**config.mk**
```make
export PLATFORM = sky130hd
export DESIGN_NAME = k_way_sorted_merge
export DESIGN_NICKNAME = d
export VERILOG_FILES = /design/src/rtl/kwsm_pkg.sv /design/src/rtl/kwsm_in_stage.sv /design/src/rtl/kwsm_min_tree.sv /design/src/rtl/k_way_sorted_merge.sv
export SDC_FILE = /design/constraint.sdc
export NUM_CORES = 1
export LEC_CHECK = 0
export BUFFER_PORTS_ARGS = -buffer_cell sky130_fd_sc_hd__buf_2
export CORE_UTILIZATION = 25
export CTS_BUF_LIST = sky130_fd_sc_hd__clkbuf_4
export DETAILED_ROUTE_END_ITERATION = 10
export PLACE_DENSITY = 0.43
export SLEW_MARGIN = 30
export SYNTH_ARGS = -nofsm -noshare
export SYNTH_HDL_FRONTEND = slang
export SYNTH_HIERARCHICAL = 1
export SYNTH_SLANG_ARGS = --single-unit
```
**constraint.sdc**
```tcl
create_clock -name clk -period 14.5 [get_ports clk]
set_input_delay 0.725 -clock clk [delete_from_list [all_inputs] [get_ports clk]]
set_output_delay 0.725 -clock clk [all_outputs]
set_load 0.01 [all_outputs]
```
**src/rtl/kwsm_pkg.sv**
```systemverilog
// ----------------------------------------------------------------------------
// kwsm_pkg
// Types and constants for the k-way sorted merge.
// ----------------------------------------------------------------------------
package kwsm_pkg;

    localparam int LANE_W        = 3;   // lane field width
    localparam int VALUE_W       = 32;  // element width
    localparam int MAX_LANES     = 8;   // lanes reachable by the lane field
    localparam int LANES_DEFAULT = 8;
    localparam int CNT_W         = 4;   // lanes_in_use width
    localparam int APB_AW        = 3;
    localparam int APB_DW        = 32;

    localparam logic [CNT_W-1:0]  LANES_IN_USE_RST  = 4'd8;
    localparam logic [APB_AW-1:0] ADDR_LANES_IN_USE = 3'd0;

    typedef struct packed {
        logic [LANE_W-1:0]         lane;
        logic signed [VALUE_W-1:0] value;
        logic                      has_value;
        logic                      lane_ends;
    } kwsm_in_t;

    typedef struct packed {
        logic signed [VALUE_W-1:0] merged_value;
        logic [LANE_W-1:0]         from_lane;
        logic                      is_end;
    } kwsm_out_t;

    // result of the minimum search
    typedef struct packed {
        logic                      found;
        logic [LANE_W-1:0]         idx;
        logic signed [VALUE_W-1:0] value;
    } kwsm_pick_t;

endpackage

```
**src/rtl/kwsm_in_stage.sv**
```systemverilog
// ----------------------------------------------------------------------------
// kwsm_in_stage
// Input register with a one-entry skid buffer; stall comes from a flop.
// ----------------------------------------------------------------------------
module kwsm_in_stage
    import kwsm_pkg::*;
(
    input  logic     clk,
    input  logic     rst_n,
    input  logic     in_valid,
    output logic     in_stall,
    input  kwsm_in_t in_data,
    input  logic     adv,
    output logic     item_valid,
    output kwsm_in_t item
);

    logic     item_valid_reg, item_valid_next;
    logic     skid_full_reg, skid_full_next;
    kwsm_in_t item_reg, item_next;
    kwsm_in_t skid_reg, skid_next;
    logic     accept;

    assign in_stall   = skid_full_reg;
    assign accept     = in_valid && !skid_full_reg;
    assign item_valid = item_valid_reg;
    assign item       = item_reg;

    always_comb
    begin
        item_valid_next = item_valid_reg;
        skid_full_next  = skid_full_reg;
        item_next       = item_reg;
        skid_next       = skid_reg;
        if (adv)
        begin
            if (skid_full_reg)
            begin
                item_next       = skid_reg;
                item_valid_next = 1'b1;
                skid_full_next  = 1'b0;
            end
            else
            begin
                item_next       = in_data;
                item_valid_next = accept;
            end
        end
        else if (accept)
        begin
            if (item_valid_reg)
            begin
                skid_next      = in_data;
                skid_full_next = 1'b1;
            end
            else
            begin
                item_next       = in_data;
                item_valid_next = 1'b1;
            end
        end
    end

    always_ff @(posedge clk or negedge rst_n)
    begin
        if (!rst_n)
        begin
            item_valid_reg <= 1'b0;
            skid_full_reg  <= 1'b0;
        end
        else
        begin
            item_valid_reg <= item_valid_next;
            skid_full_reg  <= skid_full_next;
        end
    end

    always_ff @(posedge clk)
    begin
        item_reg <= item_next;
        skid_reg <= skid_next;
    end

endmodule

```
**src/rtl/kwsm_min_tree.sv**
```systemverilog
// ----------------------------------------------------------------------------
// kwsm_min_tree
// Balanced comparator tree: smallest valid head, ties to the lower lane.
// ----------------------------------------------------------------------------
module kwsm_min_tree
    import kwsm_pkg::*;
#(
    parameter int ACT = MAX_LANES
)
(
    input  logic [ACT-1:0]            vld,
    input  logic signed [VALUE_W-1:0] vals [ACT],
    output kwsm_pick_t                pick
);

    localparam int P = (ACT <= 2) ? 2 : ((ACT <= 4) ? 4 : 8);

    logic [P-1:0]              leaf_vld;
    logic signed [VALUE_W-1:0] leaf_val [P];
    logic                      node_vld [2*P];
    logic signed [VALUE_W-1:0] node_val [2*P];
    logic [LANE_W-1:0]         node_idx [2*P];

    assign leaf_vld = P'(vld);

    for (genvar k = 0; k < P; k++)
    begin : g_leaf
        if (k < ACT)
        begin : g_real
            assign leaf_val[k] = vals[k];
        end
        else
        begin : g_pad
            assign leaf_val[k] = '0;
        end
    end

    always_comb
    begin
        node_vld[0] = 1'b0;
        node_val[0] = '0;
        node_idx[0] = '0;
        for (int k = 0; k < P; k++)
        begin
            node_vld[P+k] = leaf_vld[k];
            node_val[P+k] = leaf_val[k];
            node_idx[P+k] = LANE_W'(k);
        end
        // right child wins only when strictly smaller
        for (int k = P - 1; k >= 1; k--)
        begin
            if (node_vld[2*k+1] && (!node_vld[2*k] || (node_val[2*k+1] < node_val[2*k])))
            begin
                node_vld[k] = 1'b1;
                node_val[k] = node_val[2*k+1];
                node_idx[k] = node_idx[2*k+1];
            end
            else
            begin
                node_vld[k] = node_vld[2*k];
                node_val[k] = node_val[2*k];
                node_idx[k] = node_idx[2*k];
            end
        end
        pick.found = node_vld[1];
        pick.idx   = node_idx[1];
        pick.value = node_val[1];
    end

endmodule

```
**src/rtl/k_way_sorted_merge.sv**
```systemverilog
// ----------------------------------------------------------------------------
// k_way_sorted_merge
// Pipeline: a transaction is registered in the input stage, passes once through
//   the head update and comparator tree, and its result is registered at the output.
// Throughput: one transaction per cycle while the output is not stalled, set by the
//   single pass through the head update and the comparator tree between item register and output.
// Reset: rst_n async low; heads empty, no lane ended, end not sent,
//   lanes_in_use = 8. Head values hold no reset.
// ----------------------------------------------------------------------------
module k_way_sorted_merge
    import kwsm_pkg::*;
#(
    parameter int LANES = LANES_DEFAULT
)
(
    input  logic              clk,
    input  logic              rst_n,
    // APB register port
    input  logic              psel,
    input  logic              penable,
    input  logic              pwrite,
    input  logic [APB_AW-1:0] paddr,
    input  logic [APB_DW-1:0] pwdata,
    output logic [APB_DW-1:0] prdata,
    output logic              pready,
    // input stream
    input  logic              in_valid,
    output logic              in_stall,
    input  kwsm_in_t          in_data,
    // merged stream
    output logic              out_valid,
    input  logic              out_stall,
    output kwsm_out_t         out_data
);

    // Only the first eight lanes can be addressed by the 3-bit lane field,
    // so storage is sized to the smaller of LANES and that limit.
    localparam int ACT = (LANES < MAX_LANES) ? LANES : MAX_LANES;

    // ------------------------------------------------------------------
    // Configuration: lanes_in_use at byte address 0
    // ------------------------------------------------------------------
    logic [CNT_W-1:0] lanes_reg;
    logic             cfg_wr;

    assign pready = 1'b1;
    assign cfg_wr = psel && penable && pwrite && (paddr == ADDR_LANES_IN_USE);
    assign prdata = (paddr == ADDR_LANES_IN_USE) ? APB_DW'(lanes_reg) : '0;

    always_ff @(posedge clk or negedge rst_n)
    begin
        if (!rst_n)
            lanes_reg <= LANES_IN_USE_RST;
        else if (cfg_wr)
            lanes_reg <= pwdata[CNT_W-1:0];
    end

    // output register state, declared here since the input side reads it
    logic      out_valid_reg, out_valid_next;
    kwsm_out_t out_data_reg, out_data_next;

    // ------------------------------------------------------------------
    // Input register. The pipe advances whenever the output register is
    // empty or being drained this cycle.
    // ------------------------------------------------------------------
    logic     adv;
    logic     item_valid;
    kwsm_in_t item;

    assign adv = !out_valid_reg || !out_stall;

    kwsm_in_stage u_in_stage (
        .clk        (clk),
        .rst_n      (rst_n),
        .in_valid   (in_valid),
        .in_stall   (in_stall),
        .in_data    (in_data),
        .adv        (adv),
        .item_valid (item_valid),
        .item       (item)
    );

    // ------------------------------------------------------------------
    // Lane state
    // ------------------------------------------------------------------
    logic signed [VALUE_W-1:0] head_value_reg [ACT];
    logic [ACT-1:0]            head_valid_reg, head_valid_next;
    logic [ACT-1:0]            finished_reg, finished_next;
    logic                      end_sent_reg, end_sent_next;

    // ------------------------------------------------------------------
    // Single pass: apply the transaction to its lane, then check readiness
    // and pick the smallest head from the updated view.
    // ------------------------------------------------------------------
    logic [CNT_W-1:0]          n_eff;
    logic [ACT-1:0]            in_use;
    logic [ACT-1:0]            load;
    logic [ACT-1:0]            hv_upd;
    logic [ACT-1:0]            fin_upd;
    logic signed [VALUE_W-1:0] cand_val [ACT];
    kwsm_pick_t                pick;
    logic                      ready;
    logic                      emit;
    logic                      emit_end;
    logic                      proc;

    // register values above the lane count saturate
    assign n_eff = (lanes_reg > CNT_W'(ACT)) ? CNT_W'(ACT) : lanes_reg;
    assign proc  = adv && item_valid;

    always_comb
    begin
        for (int i = 0; i < ACT; i++)
        begin
            in_use[i]   = CNT_W'(i) < n_eff;
            load[i]     = item_valid && in_use[i] && (item.lane == LANE_W'(i))
                          && item.has_value && !head_valid_reg[i] && !finished_reg[i];
            hv_upd[i]   = head_valid_reg[i] || load[i];
            // end mark applies even when the value was dropped
            fin_upd[i]  = finished_reg[i] || (item_valid && in_use[i]
                          && (item.lane == LANE_W'(i)) && item.lane_ends);
            cand_val[i] = load[i] ? item.value : head_value_reg[i];
        end
        // lanes out of use count as ended
        ready = &(hv_upd | fin_upd | ~in_use);
    end

    kwsm_min_tree #(
        .ACT (ACT)
    ) u_min_tree (
        .vld  (hv_upd & in_use),
        .vals (cand_val),
        .pick (pick)
    );

    assign emit     = ready && pick.found;
    assign emit_end = ready && !pick.found && !end_sent_reg;

    always_comb
    begin
        head_valid_next = head_valid_reg;
        finished_next   = finished_reg;
        end_sent_next   = end_sent_reg;
        if (proc)
        begin
            for (int i = 0; i < ACT; i++)
                head_valid_next[i] = hv_upd[i] && !(emit && (pick.idx == LANE_W'(i)));
            finished_next = fin_upd;
            end_sent_next = end_sent_reg || emit_end;
        end
    end

    always_ff @(posedge clk or negedge rst_n)
    begin
        if (!rst_n)
        begin
            head_valid_reg <= '0;
            finished_reg   <= '0;
            end_sent_reg   <= 1'b0;
        end
        else
        begin
            head_valid_reg <= head_valid_next;
            finished_reg   <= finished_next;
            end_sent_reg   <= end_sent_next;
        end
    end

    always_ff @(posedge clk)
    begin
        for (int i = 0; i < ACT; i++)
            if (proc && load[i])
                head_value_reg[i] <= item.value;
    end

    // ------------------------------------------------------------------
    // Output register. Holds while stalled; end result carries zeros.
    // ------------------------------------------------------------------
    always_comb
    begin
        out_valid_next = out_valid_reg;
        out_data_next  = out_data_reg;
        if (adv)
        begin
            out_valid_next             = proc && (emit || emit_end);
            out_data_next.merged_value = emit ? pick.value : '0;
            out_data_next.from_lane    = emit ? pick.idx : '0;
            out_data_next.is_end       = emit_end;
        end
    end

    always_ff @(posedge clk or negedge rst_n)
    begin
        if (!rst_n)
            out_valid_reg <= 1'b0;
        else
            out_valid_reg <= out_valid_next;
    end

    always_ff @(posedge clk)
    begin
        out_data_reg <= out_data_next;
    end

    assign out_valid = out_valid_reg;
    assign out_data  = out_data_reg;

endmodule

```
==> results of run 1 <==
-- per-layer routing --
| metal | global-route usage, % | wire [um] | share of wire, % | vias to the layer above |
|---|---|---|---|---|
| met5 | 0 | 0 | 0 | - |
| met1 | 20.4 | 37500 | 47 | 9092 |
| met3 | 2.03 | 2680 | 3.3 | 134 |
| li1 | - | - | - | 8615 |
| met4 | 5.77 | 2310 | 2.9 | 0 |
| met2 | 25.9 | 37800 | 47 | 435 |
-- cells in the final DEF, fill, tap and decap left out, types with 7 or more instances in the layout --
| cell type | netlist | final |
|---|---|---|
| sky130_fd_sc_hd__a211oi_1 | 18 | 18 |
| sky130_fd_sc_hd__a21o_1 | 20 | 20 |
| sky130_fd_sc_hd__a21oi_1 | 112 | 112 |
| sky130_fd_sc_hd__a31oi_1 | 7 | 7 |
| sky130_fd_sc_hd__and2_1 | 75 | 73 |
| sky130_fd_sc_hd__and3_1 | 48 | 47 |
| sky130_fd_sc_hd__and4_1 | 7 | 7 |
| sky130_fd_sc_hd__buf_2 | 38 | 92 |
| sky130_fd_sc_hd__buf_4 | 29 | 55 |
| sky130_fd_sc_hd__clkbuf_4 | 0 | 157 |
| sky130_fd_sc_hd__clkinv_1 | 0 | 31 |
| sky130_fd_sc_hd__clkinv_2 | 0 | 7 |
| sky130_fd_sc_hd__conb_1 | 2 | 29 |
| sky130_fd_sc_hd__dfrtp_1 | 23 | 23 |
| sky130_fd_sc_hd__dlygate4sd3_1 | 0 | 43 |
| sky130_fd_sc_hd__edfxtp_1 | 366 | 366 |
| sky130_fd_sc_hd__ha_1 | 217 | 217 |
| sky130_fd_sc_hd__inv_1 | 149 | 149 |
| sky130_fd_sc_hd__mux2_1 | 28 | 28 |
| sky130_fd_sc_hd__mux2_2 | 312 | 312 |
| sky130_fd_sc_hd__mux2_4 | 19 | 19 |
| sky130_fd_sc_hd__mux2i_1 | 63 | 62 |
| sky130_fd_sc_hd__nand2_1 | 58 | 56 |
| sky130_fd_sc_hd__nand2b_1 | 14 | 14 |
| sky130_fd_sc_hd__nand3_1 | 37 | 33 |
| sky130_fd_sc_hd__nand4_1 | 34 | 34 |
| sky130_fd_sc_hd__nor2_1 | 89 | 82 |
| sky130_fd_sc_hd__nor2_4 | 0 | 7 |
| sky130_fd_sc_hd__nor2b_1 | 11 | 11 |
| sky130_fd_sc_hd__nor3_1 | 19 | 19 |
| sky130_fd_sc_hd__nor4_1 | 7 | 7 |
| sky130_fd_sc_hd__o211ai_1 | 14 | 14 |
| sky130_fd_sc_hd__o21a_1 | 11 | 11 |
| sky130_fd_sc_hd__o21ai_0 | 32 | 32 |
| sky130_fd_sc_hd__o21bai_1 | 34 | 33 |
| sky130_fd_sc_hd__o221ai_1 | 32 | 32 |
| sky130_fd_sc_hd__o32ai_2 | 30 | 30 |
-- synth_stat cells (all sizes together) (23+ instances only) --
cell    count  area, um^2
o21bai     34         255
clkbuf     43         161
nor2       89         334
nand2      58         218
and3       48         300
o21ai      39         195
edfxtp    366       11000
dfrtp      23         576
and2       77         482
a21oi     112         561
mux2      359        4110
inv       150         563
buf        77         505
mux2i      63         631
nand4      34         213
ha        217        2720
o32ai      31         497
o221ai     32         280
nand3      37         185
-- cells by family after synthesis --
group           share of synthesized area (%)
mux                                      18.5
simple gates                             8.80
compound gates                           11.8
flops                                    45.3
buf+inv                                  4.80
fa+ha+maj                                10.6
xor+xnor                                0.171
other cells                            0.0293
-- metrics by stage --
| step | setup slack, ps | util (%) | hold WS, ps | area (um^2) |
|---|---|---|---|---|
| final | 1280 | 29.3 | 118 | 29800 |
| after global routing | 476 | 29.3 | 69.3 | 29800 |
| after detailed placement | 1240 | 27.5 | 450 | 27900 |
| after floorplan | 4850 | - | 429 | 25700 |
| after global placement | 1420 | 27.4 | 451 | 27900 |
| after CTS | 1200 | 29.3 | 16.8 | 29700 |
-- power breakdown --
group / total, W / leakage (nW) / internal, W / switching (W)
sequential: 0.00147 / 3.75 / 0.00136 / 0.000110
combinational: 0.00168 / 7.52 / 0.000672 / 0.00100
clock: 0.00104 / 0.839 / 0.000532 / 0.000504
-- worst max path at each step --
stage                              endpoint  slack [ps]  cells past startpoint    startpoint
final                     head_valid_reg[4]        1280                     43  lanes_reg[3]
after global routing      head_valid_reg[4]         480                     44  lanes_reg[3]
after CTS                 head_valid_reg[2]        1200                     45  lanes_reg[3]
after detailed placement  head_valid_reg[2]        1240                     43  lanes_reg[3]
after global placement    head_valid_reg[2]        1420                     44  lanes_reg[3]
after floorplan           head_valid_reg[1]        4850                     40  lanes_reg[3]
-- final cells by class --
class                      instances  share of cell area [%]
antenna                            1                 0.00841
tap                             1368                    5.75
timing repair buffer             194                    4.60
inverter                         150                    1.89
multi-input combinational       1489                    44.0
sequential                       390                    39.0
clock buffer                     157                    3.96
clock inverter                    44                   0.774
==> Implementation_results.wiki, run 1 <==
{| class="wikitable"
! Metric !! Value
|-
| Number of vias in the routed layout || 18.3k
|-
| Leakage || 12.1 nW
|-
| Most numerous cell on the critical path || sky130_fd_sc_hd__buf_4
|-
| Filler cell count in the final layout || 10.6k
|-
| Final Hold Viols || 0
|-
| Pins Over Slew Limit || 0
|-
| Class of the tightest hold or removal check || input pin to flip-flop
|-
| Status || complete, no violations
|-
| Port bufs || 92
|-
| Worst hold path endpoint || out_valid
|-
| Count of flip-flops with a built-in enable after synthesis || 366
|-
| Sequential-to-total area share from yosys stat || 45.3%
|-
| Setup TNS || 0 ps
|-
| Worst-case clock skew || 48.0 ps
|-
| Dominant register cell in the synthesized netlist || sky130_fd_sc_hd__edfxtp_1
|-
| Slew at the pin closest to its max-slew limit || 978 ps
|-
| Crit-path leading delay family || simple AND/OR/NAND/NOR gates
|-
| Hold_sp || out_stall
|-
| Max_slew headroom || 34.2%
|-
| # resized after CTS || 0
|-
| H-tree depth || 3
|-
| Wire length per cell || 21.2 um
|-
| Growth of design area from synthesis to finish || 16.2%
|-
| Largest stage delay on the critical path || 880 ps
|-
| Overall global routing resource usage || 15.5%
|-
| Number of cell instances on the worst register-to-register path || 43
|-
| Number of placement rows || 117
|-
| Clock transition at the register clock pins on the worst setup and hold paths after CTS || 70 ps
|-
| Cell area after synthesis || 25,600 um^2
|-
| Highest-delay cell along the critical path || sky130_fd_sc_hd__nor4_1
|-
| Half-perimeter wire length after placement || 57.9 mm
|-
| Initial detailed-routing violation count || 1,125
|-
| Num ports || 150
|-
| Crit start category || flip-flop
|-
| Vias in the first global route || 18.9k
|-
| Endpoints failing setup || 0
|-
| Type of element capturing the critical path || flip-flop
|-
| Buffers from clock root to sink, at most || 3
|-
| Cells after synthesis || 2,122
|-
| Post-route antenna net violation count || 0
|-
| Proportion of synthesized flip-flops having asynchronous set or reset || 6.15%
|-
| Final period demand of the worst path || 13,220 ps
|-
| DRC || 0
|-
| Post-CTS Setup Inserts || 0
|-
| Reg-to-Reg End || head_valid_reg[4]
|-
| Final Routed Wirelength || 80.2 mm
|-
| Later-pin clock latency in the skew report || 920 ps
|-
| Power Density || 140 nW/um^2
|-
| CTS root buffer || sky130_fd_sc_hd__clkbuf_4
|-
| Buffer and inverter count on the worst path || 7
|-
| Die Ht || 322 um
|-
| Critical path fanouts, max || 51
|-
| Overall die area || 104,000 um^2
|-
| FF-to-FF Start || lanes_reg[3]
|-
| Max-cap violation count || 0
|-
| Avg Synthesized Cell Area || 12.1 um^2
|-
| Antenna violations before repair || 2
|-
| Layout net count || 2,633
|-
| Share of final-layout standard cells stronger than drive strength 1 || 30.0%
|-
| Hold path depth || 2
|-
| Largest net degree at the start of global routing || 52
|-
| Number of placed instances with taps included || 3,547
|-
| Worst endpoint required time || 15,250 ps
|-
| Yosys cell types || 86
|-
| Area taken by multi-input logic gates || 13,100 um^2
|-
| Combined flip-flop and latch cell area || 11,600 um^2
|-
| Total Power Consumption || 0.00418 W
|-
| Share of the clock period used by the worst path after layout || 91.2%
|-
| Chip width || 322 um
|-
| Register-to-register path setup slack || 1280 ps
|-
| YS warnings || 6
|-
| TritonCTS clock tree || yes
|-
| Wire length of the first global-routing pass || 119 mm
|-
| Max VDD drop || 0.0801 mV
|-
| Total of flip-flops plus latches after synthesis || 390
|-
| Placer's final routability congestion estimate || 0.851
|-
| Maximum achievable frequency || 75.6 MHz
|-
| GRT Residual Overflow || 0
|-
| Starting Density || 25.2%
|-
| Number of buffers created by CTS || 112
|-
| Drt via density || 4.82
|-
| Drt pass-1 iters || 5
|-
| WP data arrival || 13,970 ps
|-
| Unrepaired setup endpoints after global routing || no
|-
| Largest register FFs || 256
|-
| Count of hold buffers inserted by post-cts repair || 43
|-
| Area of the placeable core || 102,000 um^2
|-
| Category of the most critical setup path || flip-flop to flip-flop
|-
| Post-route insts no fill || 3,793
|-
| Clk sink count || 390
|}
Power figures use the tool's default switching activity.
==> run 2, diff against run 1 <==
Settings changed: CORE_UTILIZATION 25 to 60, PLACE_DENSITY 0.43 to 0.82.
==> run 2 against run 1 <==
  * Largest cell class unchanged
  * Hold slack got worse by 46 ps
  * Total power decreased by 2.9%
  * Register-to-register slack got worse by 260 ps
  * Clock skew increased by 49 ps
  * Via count increased by 2.8%
  * Critical path depth decreased by 3
==> Implementation_results.wiki, run 2 (same netlist as run 1, synthesis figures left out) <==
{| class="wikitable"
! Metric !! Value
|-
| Status || complete, no violations
|-
| Worst endpoint required time || 15,200 ps (-50 ps)
|-
| Maximum achievable frequency || 74.2 MHz (-1.9%)
|-
| Overall global routing resource usage || 31.1% (+16 points)
|-
| Part of the total power dissipated in the clock network || 25.0% (+0.2 points)
|-
| Post-route antenna net violation count || 0 (unchanged)
|-
| Max_slew headroom || 27.2% (-7.0 points)
|-
| Placer's final routability congestion estimate || 0.959 (+13%)
|-
| Sum of routed wire segments on met1 || 28.3 mm (-25%)
|-
| Combined flip-flop and latch cell area || 11,600 um^2 (unchanged)
|-
| Clock transition at the register clock pins on the worst setup and hold paths after CTS || 70 ps (about the same)
|-
| Largest register FFs || 256 (unchanged)
|-
| Endpoints failing setup || 0 (unchanged)
|-
| Type of element capturing the critical path || flip-flop
|-
| Count of hold buffers inserted by post-cts repair || 8 (-81%)
|-
| Max-cap violation count || 0 (unchanged)
|-
| Post-CTS Setup Inserts || 0 (unchanged)
|-
| Post-detailed-placement cell area || 26,800 um^2 (-4.0%)
|-
| Commonest cells after routing, fill and taps aside || sky130_fd_sc_hd__edfxtp_1 (366), sky130_fd_sc_hd__mux2_2 (312), sky130_fd_sc_hd__ha_1 (217), sky130_fd_sc_hd__clkbuf_4 (153), sky130_fd_sc_hd__inv_1 (149)
|-
| Number of buffers created by CTS || 105 (-6.3%)
|-
| DR WL met3 || 5.65 mm (+110%)
|-
| Wire length of the first global-routing pass || 104 mm (-13%)
|-
| CTS root buffer || sky130_fd_sc_hd__clkbuf_4
|-
| Final period demand of the worst path || 13,480 ps (+260 ps)
|-
| Share of final-layout standard cells stronger than drive strength 1 || 29.8% (-0.28 points)
|-
| Area of the placeable core || 42,000 um^2 (-59%)
|-
| Slew at the pin closest to its max-slew limit || 1090 ps (+113 ps)
|-
| Buffers from clock root to sink, at most || 3 (unchanged)
|-
| Starting Density || 60.9% (+36 points)
|-
| Number of vias in the routed layout || 18.8k (+2.8%)
|-
| Cell-internal power || 0.00252 W (-1.5%)
|-
| Commonest non-fill, non-tap cell in the layout || sky130_fd_sc_hd__edfxtp_1
|-
| Num ports || 150 (unchanged)
|-
| GRT Residual Overflow || 0 (unchanged)
|-
| Overall die area || 43,500 um^2 (-58%)
|-
| Clk sink count || 390 (unchanged)
|-
| Half-perimeter wire length after placement || 47.3 mm (-18%)
|-
| Final Hold Viols || 0 (unchanged)
|-
| Combinational share of power || 38.9% (-1.2 points)
|-
| Worst-case clock skew || 96.6 ps (+48.6 ps)
|-
| Pins Over Slew Limit || 0 (unchanged)
|-
| Leakage || 11.9 nW (-2.1%)
|-
| Class of the tightest hold or removal check || input pin to flip-flop
|-
| Share of the clock period used by the worst path after layout || 93.0% (+1.8 points)
|-
| Antenna violations before repair || 1 (-1)
|-
| Category of the most critical setup path || flip-flop to flip-flop
|-
| Critical path fanouts, max || 35 (-31%)
|-
| Post-route cell area || 28,300 um^2 (-5.0%)
|-
| Number of placement rows || 75 (-36%)
|-
| H-tree depth || 3 (unchanged)
|-
| Sequential fraction of design power || 36.1% (+1.0 points)
|-
| WP data arrival || 14,180 ps (+210 ps)
|-
| Largest stage delay on the critical path || 770 ps (-110 ps)
|-
| Setup TNS || 0 ps (unchanged)
|-
| # resized after CTS || 0 (unchanged)
|-
| TritonCTS clock tree || yes
|-
| Unrepaired setup endpoints after global routing || no
|-
| Switching component of the power || 0.00153 W (-5.3%)
|-
| Area taken by multi-input logic gates || 13,100 um^2 (about the same)
|-
| Initial detailed-routing violation count || 1,786 (+59%)
|-
| Filler cell count in the final layout || 3,024 (-71%)
|-
| Power Density || 144 nW/um^2 (+2.2%)
|-
| Largest net degree at the start of global routing || 45 (-13%)
|-
| DRC || 0 (unchanged)
|-
| Layout net count || 2,569 (-2.4%)
|-
| Final Routed Wirelength || 67.8 mm (-16%)
|-
| Port bufs || 92 (unchanged)
|-
| Max VDD drop || 0.0864 mV (+7.8%)
|-
| Later-pin clock latency in the skew report || 920 ps (about the same)
|-
| Crit start category || flip-flop
|-
| Die Ht || 209 um (-35%)
|-
| Top metal layer carrying routed signals || met4
|-
| Highest-delay cell along the critical path || sky130_fd_sc_hd__nor4_1
|-
| Switching power as a share of total power || 37.8% (-0.93 points)
|-
| Wire length per cell || 23.4 um (+11%)
|-
| Drt pass-1 iters || 5 (unchanged)
|-
| Vias in the first global route || 18.8k (-0.33%)
|-
| Routed length on met2 || 31.0 mm (-18%)
|-
| Chip width || 209 um (-35%)
|-
| Drt via density || 6.49 (+35%)
|-
| Growth of design area from synthesis to finish || 10.4%
|}
[run 2: cell types whose count changed in the layout (fill, tap and decap cells not counted), sizes merged]
cell,delta
dlygate4sd3,-35
diode,+1
clkbuf,-4
clkinvlp,+1
buf,-22
bufinv,+1
clkinv,-9
[run 2: worst paths after layout]
kind                            cells after the start  slack [ps]             from                     end
min in group asynchronous                           2         430            rst_n       head_valid_reg[1]
worst max register to register                     40        1020     lanes_reg[3]            out_data[35]
worst min register to register                      1         470  finished_reg[7]         finished_reg[7]
worst max-delay path                               40        1020     lanes_reg[3]            out_data[35]
max in group asynchronous                           2       13640            rst_n            lanes_reg[0]
worst min-delay path                                1          70       in_data[5]  u_in_stage/skid_reg[5]
[run 2: per-stage QoR]
stage	hold slack (ps)	utilization (%)	std cells	setup slack, ps	power [W]
floorplan	429	-	2149	4850	0.00254
finish	71.5	67.2	2897	1020	0.00406
CTS	2.70	67.2	2895	1180	0.00404
global placement	443	63.3	2692	1510	0.00296
global route	35.9	67.2	2897	674	0.00425
detailed placement	455	63.7	2697	1260	0.00301
[run 2: critical path: cells and delay by family (launching register included)]
family / cells / cell delay, ps
AND/OR/NAND/NOR: 11 / 3050
AO/OA/AOI/OAI: 18 / 5780
flip-flops: 1 / 740
multiplexers: 3 / 1490
adder cells (fa/ha/maj): 3 / 1000
XOR/XNOR: 1 / 190
buffers and inverters: 4 / 1020
[run 2: per-layer routing]
metal | up-vias | global-route usage, %
li1 | 8468 | -
met1 | 9255 | 40.9
met2 | 884 | 49.1
met3 | 186 | 6.19
met4 | 0 | 15.5
met5 | - | 0
[run 2: cell type report]
cell class | count | area share, %
clock buffer | 153 | 4.07
timing repair buffer | 137 | 3.29
clock inverter | 37 | 0.810
tap | 539 | 2.39
antenna | 2 | 0.0177
multi-input combinational | 1489 | 46.4
inverter | 150 | 1.99
sequential | 390 | 41.0
[run 2: power groups by stage]
| stage | Sequential (W) | Clock (W) | Combinational, W |
|---|---|---|---|
| 3_5_place_dp | 0.00148 | 0 | 0.00153 |
| 4_1_cts | 0.00146 | 0.00104 | 0.00154 |
| 5_1_grt | 0.00148 | 0.00109 | 0.00168 |
| 6_report | 0.00147 | 0.00101 | 0.00158 |
| 3_3_place_gp | 0.00148 | 0 | 0.00148 |
| 2_1_floorplan | 0.00145 | 0 | 0.00110 |
